<file path="src/rtl/npf_pkg.sv">
`timescale 1ns / 1ps
// shared types, codes and constants of the neighbour packet plausibility filter
// used by npf_ctrl, npf_dp and the top level; no dependencies

package npf_pkg;

  localparam int TABLE_ENTRIES = 16;
  localparam int SLOT_W = (TABLE_ENTRIES > 1) ? $clog2(TABLE_ENTRIES) : 1;

  localparam logic [31:0] MS_PER_S     = 32'd1000;
  localparam logic [31:0] SPEED_SCALE  = 32'd1000000;
  localparam logic [15:0] SEQ_WINDOW   = 16'd1000;

  // configuration register indexes
  localparam logic [1:0] REG_VERSION = 2'd0;
  localparam logic [1:0] REG_MIN_GAP = 2'd1;
  localparam logic [1:0] REG_JUMP    = 2'd2;
  localparam logic [1:0] REG_SPEED   = 2'd3;

  // verdict codes
  localparam logic [3:0] V_OK      = 4'd0;
  localparam logic [3:0] V_NEW     = 4'd1;
  localparam logic [3:0] V_VERSION = 4'd2;
  localparam logic [3:0] V_FULL    = 4'd3;
  localparam logic [3:0] V_RATE    = 4'd4;
  localparam logic [3:0] V_SEQ     = 4'd5;
  localparam logic [3:0] V_TIME    = 4'd6;
  localparam logic [3:0] V_JUMP    = 4'd7;
  localparam logic [3:0] V_SPEED   = 4'd8;

  // datapath operations
  localparam logic [4:0] OP_NONE   = 5'd0;
  localparam logic [4:0] OP_LOAD   = 5'd1;
  localparam logic [4:0] OP_SRCH   = 5'd2;
  localparam logic [4:0] OP_STORE  = 5'd3;
  localparam logic [4:0] OP_READ   = 5'd4;
  localparam logic [4:0] OP_MT_NEW = 5'd5;
  localparam logic [4:0] OP_MT_OLD = 5'd6;
  localparam logic [4:0] OP_DT     = 5'd7;
  localparam logic [4:0] OP_SQX    = 5'd8;
  localparam logic [4:0] OP_SQY    = 5'd9;
  localparam logic [4:0] OP_SQZ    = 5'd10;
  localparam logic [4:0] OP_SQE    = 5'd11;
  localparam logic [4:0] OP_PLO    = 5'd12;
  localparam logic [4:0] OP_PHI    = 5'd13;
  localparam logic [4:0] OP_PSUM   = 5'd14;
  localparam logic [4:0] OP_L0     = 5'd15;
  localparam logic [4:0] OP_L1     = 5'd16;
  localparam logic [4:0] OP_L2     = 5'd17;
  localparam logic [4:0] OP_L3     = 5'd18;
  localparam logic [4:0] OP_V1     = 5'd19;
  localparam logic [4:0] OP_V2     = 5'd20;
  localparam logic [4:0] OP_V3     = 5'd21;
  localparam logic [4:0] OP_FIN    = 5'd22;

  typedef struct packed {
    logic        [47:0] node_address;
    logic        [7:0]  proto_version;
    logic        [15:0] sequence_req;
    logic        [31:0] stamp_seconds;
    logic        [15:0] stamp_millis;
    logic signed [31:0] pos_x;
    logic signed [31:0] pos_y;
    logic signed [31:0] pos_z;
    logic        [31:0] now_ticks;
  } in_item_t;

  typedef struct packed {
    logic       accepted;
    logic [3:0] verdict;
  } out_item_t;

  typedef struct packed {
    logic [47:0] addr;
    logic [31:0] tick;
    logic [15:0] seq;
    logic [31:0] sec;
    logic [15:0] ms;
    logic [31:0] x;
    logic [31:0] y;
    logic [31:0] z;
  } slot_t;

  typedef struct packed {
    logic [4:0] op;
    logic [3:0] verdict;
  } cmd_t;

  typedef struct packed {
    logic ver_bad;
    logic hit_now;
    logic srch_last;
    logic free_any;
    logic rate_bad;
    logic seq_bad;
    logic time_bad;
    logic dt_one;
    logic jump_bad;
    logic p_big;
    logic speed_bad;
    logic out_free;
  } status_t;

endpackage

</file>
<file path="src/rtl/npf_ctrl.sv">
`timescale 1ns / 1ps
// controller state machine: sequences search, checks and multiplier steps
// depends on npf_pkg; drives npf_dp through cmd_t, reads status_t

module npf_ctrl (
  input  logic            clk,
  input  logic            rst,
  input  logic            in_valid,
  output logic            in_ready,
  input  npf_pkg::status_t st,
  output npf_pkg::cmd_t    cmd
);

  localparam logic [4:0] S_IDLE  = 5'd0;
  localparam logic [4:0] S_VER   = 5'd1;
  localparam logic [4:0] S_SRCH  = 5'd2;
  localparam logic [4:0] S_READ  = 5'd3;
  localparam logic [4:0] S_GAP   = 5'd4;
  localparam logic [4:0] S_MTOLD = 5'd5;
  localparam logic [4:0] S_DT    = 5'd6;
  localparam logic [4:0] S_TCHK  = 5'd7;
  localparam logic [4:0] S_SQY   = 5'd8;
  localparam logic [4:0] S_SQZ   = 5'd9;
  localparam logic [4:0] S_SQE   = 5'd10;
  localparam logic [4:0] S_JCHK  = 5'd11;
  localparam logic [4:0] S_PHI   = 5'd12;
  localparam logic [4:0] S_PSUM  = 5'd13;
  localparam logic [4:0] S_PCHK  = 5'd14;
  localparam logic [4:0] S_L1    = 5'd15;
  localparam logic [4:0] S_L2    = 5'd16;
  localparam logic [4:0] S_L3    = 5'd17;
  localparam logic [4:0] S_V1    = 5'd18;
  localparam logic [4:0] S_V2    = 5'd19;
  localparam logic [4:0] S_V3    = 5'd20;
  localparam logic [4:0] S_SCHK  = 5'd21;
  localparam logic [4:0] S_STORE = 5'd22;
  localparam logic [4:0] S_FIN   = 5'd23;

  logic [4:0] state, state_next;
  logic [3:0] verdict, verdict_next;

  assign in_ready = (state == S_IDLE);

  always_comb begin
    state_next   = state;
    verdict_next = verdict;
    cmd.op       = npf_pkg::OP_NONE;
    cmd.verdict  = verdict;
    unique case (state)
      S_IDLE: begin
        if (in_valid) begin
          cmd.op     = npf_pkg::OP_LOAD;
          state_next = S_VER;
        end
      end
      S_VER: begin
        if (st.ver_bad) begin
          verdict_next = npf_pkg::V_VERSION;
          state_next   = S_FIN;
        end else begin
          state_next = S_SRCH;
        end
      end
      S_SRCH: begin
        cmd.op = npf_pkg::OP_SRCH;
        priority if (st.hit_now) begin
          state_next = S_READ;
        end else if (st.srch_last && st.free_any) begin
          verdict_next = npf_pkg::V_NEW;
          state_next   = S_STORE;
        end else if (st.srch_last) begin
          verdict_next = npf_pkg::V_FULL;
          state_next   = S_FIN;
        end else begin
          state_next = S_SRCH;
        end
      end
      S_READ: begin
        cmd.op     = npf_pkg::OP_READ;
        state_next = S_GAP;
      end
      S_GAP: begin
        cmd.op = npf_pkg::OP_MT_NEW;
        priority if (st.rate_bad) begin
          verdict_next = npf_pkg::V_RATE;
          state_next   = S_FIN;
        end else if (st.seq_bad) begin
          verdict_next = npf_pkg::V_SEQ;
          state_next   = S_FIN;
        end else begin
          state_next = S_MTOLD;
        end
      end
      S_MTOLD: begin
        cmd.op     = npf_pkg::OP_MT_OLD;
        state_next = S_DT;
      end
      S_DT: begin
        cmd.op     = npf_pkg::OP_DT;
        state_next = S_TCHK;
      end
      S_TCHK: begin
        cmd.op = npf_pkg::OP_SQX;
        if (st.time_bad) begin
          verdict_next = npf_pkg::V_TIME;
          state_next   = S_FIN;
        end else begin
          state_next = S_SQY;
        end
      end
      S_SQY: begin
        cmd.op     = npf_pkg::OP_SQY;
        state_next = S_SQZ;
      end
      S_SQZ: begin
        cmd.op     = npf_pkg::OP_SQZ;
        state_next = S_SQE;
      end
      S_SQE: begin
        cmd.op     = npf_pkg::OP_SQE;
        state_next = S_JCHK;
      end
      S_JCHK: begin
        cmd.op = npf_pkg::OP_PLO;
        priority if (st.dt_one && st.jump_bad) begin
          verdict_next = npf_pkg::V_JUMP;
          state_next   = S_FIN;
        end else if (st.dt_one) begin
          verdict_next = npf_pkg::V_OK;
          state_next   = S_STORE;
        end else begin
          state_next = S_PHI;
        end
      end
      S_PHI: begin
        cmd.op     = npf_pkg::OP_PHI;
        state_next = S_PSUM;
      end
      S_PSUM: begin
        cmd.op     = npf_pkg::OP_PSUM;
        state_next = S_PCHK;
      end
      S_PCHK: begin
        cmd.op = npf_pkg::OP_L0;
        // limit times gap beyond 2^44 can never be exceeded
        if (st.p_big) begin
          verdict_next = npf_pkg::V_OK;
          state_next   = S_STORE;
        end else begin
          state_next = S_L1;
        end
      end
      S_L1: begin
        cmd.op     = npf_pkg::OP_L1;
        state_next = S_L2;
      end
      S_L2: begin
        cmd.op     = npf_pkg::OP_L2;
        state_next = S_L3;
      end
      S_L3: begin
        cmd.op     = npf_pkg::OP_L3;
        state_next = S_V1;
      end
      S_V1: begin
        cmd.op     = npf_pkg::OP_V1;
        state_next = S_V2;
      end
      S_V2: begin
        cmd.op     = npf_pkg::OP_V2;
        state_next = S_V3;
      end
      S_V3: begin
        cmd.op     = npf_pkg::OP_V3;
        state_next = S_SCHK;
      end
      S_SCHK: begin
        if (st.speed_bad) begin
          verdict_next = npf_pkg::V_SPEED;
          state_next   = S_FIN;
        end else begin
          verdict_next = npf_pkg::V_OK;
          state_next   = S_STORE;
        end
      end
      S_STORE: begin
        cmd.op     = npf_pkg::OP_STORE;
        state_next = S_FIN;
      end
      S_FIN: begin
        if (st.out_free) begin
          cmd.op     = npf_pkg::OP_FIN;
          state_next = S_IDLE;
        end
      end
      default: begin
        state_next = S_IDLE;
      end
    endcase
  end

  always_ff @(posedge clk) begin
    if (rst) begin
      state   <= S_IDLE;
      verdict <= npf_pkg::V_OK;
    end else begin
      state   <= state_next;
      verdict <= verdict_next;
    end
  end

endmodule

</file>
<file path="config.mk">
export PLATFORM = sky130hd
export DESIGN_NAME = npf_ctrl
export DESIGN_NICKNAME = d
export VERILOG_FILES = /design/src/rtl/npf_pkg.sv /design/src/rtl/npf_ctrl.sv
export SDC_FILE = /design/constraint.sdc
export NUM_CORES = 1
export LEC_CHECK = 0
export ABC_AREA = 1
export CAP_MARGIN = 10
export CORE_AREA = 10 10 56 58
export DETAILED_ROUTE_END_ITERATION = 8
export DIE_AREA = 0 0 66 68
export DONT_BUFFER_PORTS = 1
export GPL_TIMING_DRIVEN = 1
export SLEW_MARGIN = 20
export SYNTH_ARGS = -nofsm -noshare
export SYNTH_HDL_FRONTEND = slang
export SYNTH_SLANG_ARGS = --single-unit
</file>
<file path="constraint.sdc">
create_clock -name clk -period 2.5 [get_ports clk]
set_clock_uncertainty 0.15 [all_clocks]
set_input_delay 0.25 -clock clk [delete_from_list [all_inputs] [get_ports clk]]
set_output_delay 0.25 -clock clk [all_outputs]
set_load 0.05 [all_outputs]
</file>
==> impl_metrics.yaml, run 1 <==
timing:
  max_slew_margin_pct: 64.21
  finalSetupViolCount: 0
  final.min_clock_period_ns: 2.287
  rsz0062_at_grt: "no"
  slew_violations: 0
  final-hold-violation-count: 0
  period_share_pct: 91.46
  worst_slew_pin_slew_ns: 0.5354
  setup_tns_ns: 0
  clock.fmax_mhz: 437.3
clocking:
  path_clk_slew_ns: 0.06
  clkSinkCount: 9
  cts_tree: "yes"
  cts_hold_buf: 1
  cts-buffers-inserted: 3
  cts-root-buf: "clkbuf_4"
  clock_latency_ns: 0.27
  clockBufferDepth: 2
  post-cts-setup-buffer-count: 0
  cts_resized: 0
  ctsHtreeMaxLevel: 1
worst_setup_path:
  worstPathRequired_ns: 2.10
  path_depth: 4
  cp_cell_sequence: "nand2_4 > nor3b_1 > nor3_1 > nand3_1"
  worstPathArrival_ns: 1.89
  endpoint_kind: "output port"
  critPathTopFamily: "simple AND/OR/NAND/NOR gates"
  worst-path-buf-inv: 0
  worstSetupPathType: "flip-flop to output port"
  crit_fanout: 7
  critPathMaxStageDelay_ns: 0.52
  cp_slowest_cell: "dfxtp_1"
  reg2regPathDepth: 6
  startpoint_type: "flip-flop"
job:
  drv_cap: 0
cells_and_area:
  drive_gt1_share_pct: 18.89
  layout_common_cells: "41 x nand2_1, 29 x nor2_1, 20 x inv_1, 16 x nand3_1, 9 x dfxtp_1"
  nFillCells: 237
  final_cell_area_um2: 1085
  final_common_cell: "nand2_1"
  stdcell_count: 208
  fin_nets: 196
  n_antenna_cell: 0
  syn_to_final_growth_pct: 8.647
synth:
  synth.distinct_cells: 27
  synth_cells: 173
  ys_ff_latch: 9
  synth-warning-count: 0
  syn_area_per_cell_um2: 5.771
  yosysSeqAreaShare_pct: 18.05
  syn_nets: 188
  syn-cell-area_um2: 998.5
min_path:
  min_path_type: "primary input to flip-flop"
  whs_path_depth: 2
global_routing:
  track_usage_pct: 13.48
  antenna_found_initial: 0
  grt_pass1_wl_um: 4781
  grt_pass1_vias: 1067
  overflow: 0
  grt_max_degree: 14
status:
  status: "finished, final reports clean"
route:
  routed-via-count: 1126
  drtPass1Iterations: 4
  totalWireLength_um: 2895
  drt-wirelength-per-cell_um: 13.92
  vias_per_cell: 5.413
  remaining_drc_errors: 0
  drt_iter0_markers: 54
  drtAntennaViolNets: 0
floorplan:
  die-area_um2: 4488
  initial_core_util_pct: 47.42
  core_area_um2: 2106
  rows: 17
  die_h_um: 68
  die_w_um: 66
  pin_count: 25
placement:
  place_area_um2: 1049
  placedCellCount: 203
  hpwlAfterDp_um: 2447
  numPortBuffers: 0
  gp_congestion: 0.9735
pwr:
  ir_drop_mv: 0.6473
  p_leak_uw: 0.0005729
  powerDensity_nw_per_um2: 1161
  p_total_uw: 1259
-- cell type report --
type / instances / area [um^2] / area share (%)
Multi-Input combinational cell: 137 / 709.4 / 65.40
Inverter: 25 / 93.84 / 8.651
Tap cell: 28 / 35.03 / 3.230
Timing Repair Buffer: 5 / 40.04 / 3.691
Sequential cell: 9 / 180.2 / 16.61
Clock buffer: 4 / 26.28 / 2.422
-- cells by family (layout without fill, tap and decap cells) --
group	Yosys count	count (layout)	synth area share, %
flip-flops	9	9	18.04
AND/OR/NAND/NOR	119	119	60.40
buffers and inverters	27	34	10.90
AO/OA/AOI/OAI	18	18	10.65
-- metrics by stage --
stage               setup WS [ns]  hold WS [ns]  utilization [%]
global placement           0.5707        0.1643            49.79
global route              0.07281       0.04879            51.52
CTS                        0.2248       0.01300            51.52
detailed placement         0.5311        0.1656            49.79
finish                     0.2135       0.02736            51.52
floorplan                  0.5187        0.1624                -
-- metal layers --
metal  vias to the layer above  GRT usage (%)  wire length, um
li1                        571              -                -
met1                       504          16.13             1209
met2                        42          21.14             1334
met3                         9          3.263              259
met4                         0          8.901               92
met5                         -              0                0
-- cells in the mapped netlist (all sizes together) --
master / number / area [um^2]
inv: 25 / 93.84
or3: 1 / 6.260
nand4: 6 / 43.79
nand3b: 3 / 22.52
o21ai: 7 / 42.54
o211ai: 1 / 7.510
dfxtp: 9 / 180.2
buf: 2 / 15.01
nor2: 38 / 193.9
nor3b: 1 / 7.510
nand3: 18 / 100.1
nor3: 3 / 15.01
and3: 1 / 6.260
nand2: 48 / 207.7
a211oi: 1 / 7.510
a21oi: 9 / 48.80
-- report_power, final --
group / switching (uW) / internal [uW]
Sequential: 96.0 / 181
Clock: 55.1 / 61.7
Combinational: 628 / 238
-- flip-flops by register name, indices dropped and copies added, names as in the netlist --
signal and count:
state 5, verdict 4
-- worst reg2reg max path, delay by kind of cell (launching register included) --
kind | cells | cell delay (ns)
buffers and inverters | 1 | 0.39
and+or+nand+nor | 3 | 0.59
AOI/OAI and AO/OA | 2 | 0.19
DFF | 1 | 0.39
-- final timing paths --
kind / from / to / slack [ns]
max: state[1]$_SDFFE_PP0P_ / cmd[6] / 0.21
min: st[1] / verdict[3]$_SDFFE_PP0P_ / 0.03
max reg2reg: state[3]$_SDFFE_PP0P_ / state[0]$_SDFFE_PP0P_ / 0.67
min reg2reg: verdict[3]$_SDFFE_PP0P_ / verdict[3]$_SDFFE_PP0P_ / 0.57
Note: power is estimated with default switching activity, not from simulation.
==> inputs of run 2 (changes only) <==
BUFFER_PORTS_ARGS = -buffer_cell sky130_fd_sc_hd__buf_2   (was not set)
CAP_MARGIN = not set   (was 10)
DONT_BUFFER_PORTS = not set   (was 1)
PLACE_DENSITY = 0.73   (was not set)
==> impl_metrics.yaml, run 2 (synthesis gave the netlist of run 1 again) <==
pwr:
  p_clk_share_pct: 8.2
  powerDensity_nw_per_um2: 1094
  p_sw_uw: 779.6
  ir_drop_mv: 0.9102
  switching_share_pct: 61.17
  p_total_uw: 1275
  p_int_uw: 495.0
  p_leak_uw: 0.0006532
  p_seq_share_pct: 19.2
  p_comb_share_pct: 72.6
worst_setup_path:
  reg2reg_from: "state[4]$_SDFFE_PP0P_"
  cpMostUsedCell: "nand3_1"
  crit_fanout: 9
  critPathTopFamily: "simple AND/OR/NAND/NOR gates"
  r2r-end: "verdict[1]$_SDFFE_PP0P_"
  cp_cell_sequence: "nand3_1 > nor3b_1 > nor3_1 > nand3_1 > buf_2"
  crit_end: "cmd[6]"
  reg2regPathDepth: 7
  r2r_slack_ns: 0.64
  startpoint_type: "flip-flop"
  endpoint_kind: "output port"
  worstSetupPathType: "flip-flop to output port"
  critPathMaxStageDelay_ns: 0.62
  worstPathRequired_ns: 2.10
  worst-path-buf-inv: 1
  cp_slowest_cell: "dfxtp_1"
  worstPathArrival_ns: 1.91
  path_depth: 5
  cp-startpoint: "state[4]$_SDFFE_PP0P_"
floorplan:
  die_h_um: 68
  die_w_um: 66
  rows: 17
  initial_core_util_pct: 47.42
  core_area_um2: 2106
  die-area_um2: 4488
  pin_count: 25
timing:
  final-hold-violation-count: 0
  setup_tns_ns: 0
  finalSetupViolCount: 0
  max_slew_margin_pct: 67.22
  worst_slew_pin_slew_ns: 0.4910
  clock.fmax_mhz: 433.7
  final.min_clock_period_ns: 2.306
  rsz0062_at_grt: "no"
  slew_violations: 0
  period_share_pct: 92.23
global_routing:
  antenna_found_initial: 0
  grt_max_degree: 14
  grt_pass1_wl_um: 4836
  overflow: 0
  grt_pass1_vias: 1133
  track_usage_pct: 13.04
min_path:
  min_path_type: "primary input to flip-flop"
placement:
  hpwlAfterDp_um: 2505
  numPortBuffers: 24
  placedCellCount: 223
  gp_congestion: 0.9392
route:
  routed-via-count: 1171
  drtAntennaViolNets: 0
  totalWireLength_um: 2925
  drtPass1Iterations: 4
  drt-wirelength-per-cell_um: 12.89
  drt_iter0_markers: 57
  remaining_drc_errors: 0
  vias_per_cell: 5.159
job:
  drv_cap: 0
cells_and_area:
  layout_common_cells: "41 x nand2_1, 29 x nor2_1, 24 x buf_2, 20 x inv_1, 16 x nand3_1"
  final_common_cell: "nand2_1"
  largest_register: "state"
  largest_register_ffs: 5
  stdcell_count: 227
  reg.largest.list: "state: 5 flops, verdict: 4 flops"
  fin_nets: 215
  syn_to_final_growth_pct: 16.67
  n_antenna_cell: 0
  drive_gt1_share_pct: 27.14
clocking:
  path_clk_slew_ns: 0.06
  clock_latency_ns: 0.25
  cts_resized: 0
  clockBufferDepth: 2
  clkSinkCount: 9
  cts-buffers-inserted: 3
  post-cts-setup-buffer-count: 0
  ctsHtreeMaxLevel: 1
  cts-root-buf: "clkbuf_4"
  cts_hold_buf: 0
  cts_tree: "yes"
status:
  status: "finished, final reports clean"
-- run 2: changes by cell type in the layout (fill, tap and decap cells not counted) --
cell           before  now
buf_2               0   24
dlygate4sd3_1       1    0
buf_4               4    0
-- run 2: worst min-delay path by stage --
stage,endpoint,start,slack (ns),cells after the start
after floorplan,verdict[3]$_SDFFE_PP0P_,rst,0.16,1
after global placement,verdict[0]$_SDFFE_PP0P_,verdict[0]$_SDFFE_PP0P_,0.30,2
after detailed placement,verdict[0]$_SDFFE_PP0P_,verdict[0]$_SDFFE_PP0P_,0.31,2
after CTS,verdict[3]$_SDFFE_PP0P_,rst,0.05,2
after global routing,verdict[3]$_SDFFE_PP0P_,rst,0.05,2
final,verdict[3]$_SDFFE_PP0P_,rst,0.06,2
-- run 2: per-stage QoR --
stage | util (%) | instance area (um^2) | setup slack (ns) | hold slack, ns
4_1_cts | 55.32 | 1165 | 0.2214 | 0.04606
3_3_place_gp | 54.07 | 1139 | 0.5386 | 0.2976
3_5_place_dp | 54.07 | 1139 | 0.5031 | 0.3149
2_1_floorplan | - | 998.5 | 0.5187 | 0.1624
6_report | 55.32 | 1165 | 0.1943 | 0.05903
5_1_grt | 55.32 | 1165 | 0.03029 | 0.05478
-- run 2: final cells by class --
| class | count | area [um^2] |
|---|---|---|
| fillers | 236 | 940.9 |
| multi-input cells | 137 | 709.4 |
| flip-flops and latches | 9 | 180.2 |
| repair buffers | 24 | 120.1 |
| inverters | 25 | 93.84 |
| well taps | 28 | 35.03 |
| clock buffers | 4 | 26.28 |
-- run 2: layer usage --
metal	wire length (um)	global-route usage (%)	vias to the layer above
met5	0	0	-
met4	45	4.188	0
met3	208	2.121	6
met2	1350	21.62	45
met1	1321	16.85	513
li1	-	-	607
-- run 2: power by group through the flow --
stage	Clock [uW]	Sequential (uW)	Combinational, uW
5_1_grt	119	252	1020
3_3_place_gp	0	247	920
2_1_floorplan	0	270	709
3_5_place_dp	0	248	923
6_report	104	245	925
4_1_cts	110	245	926
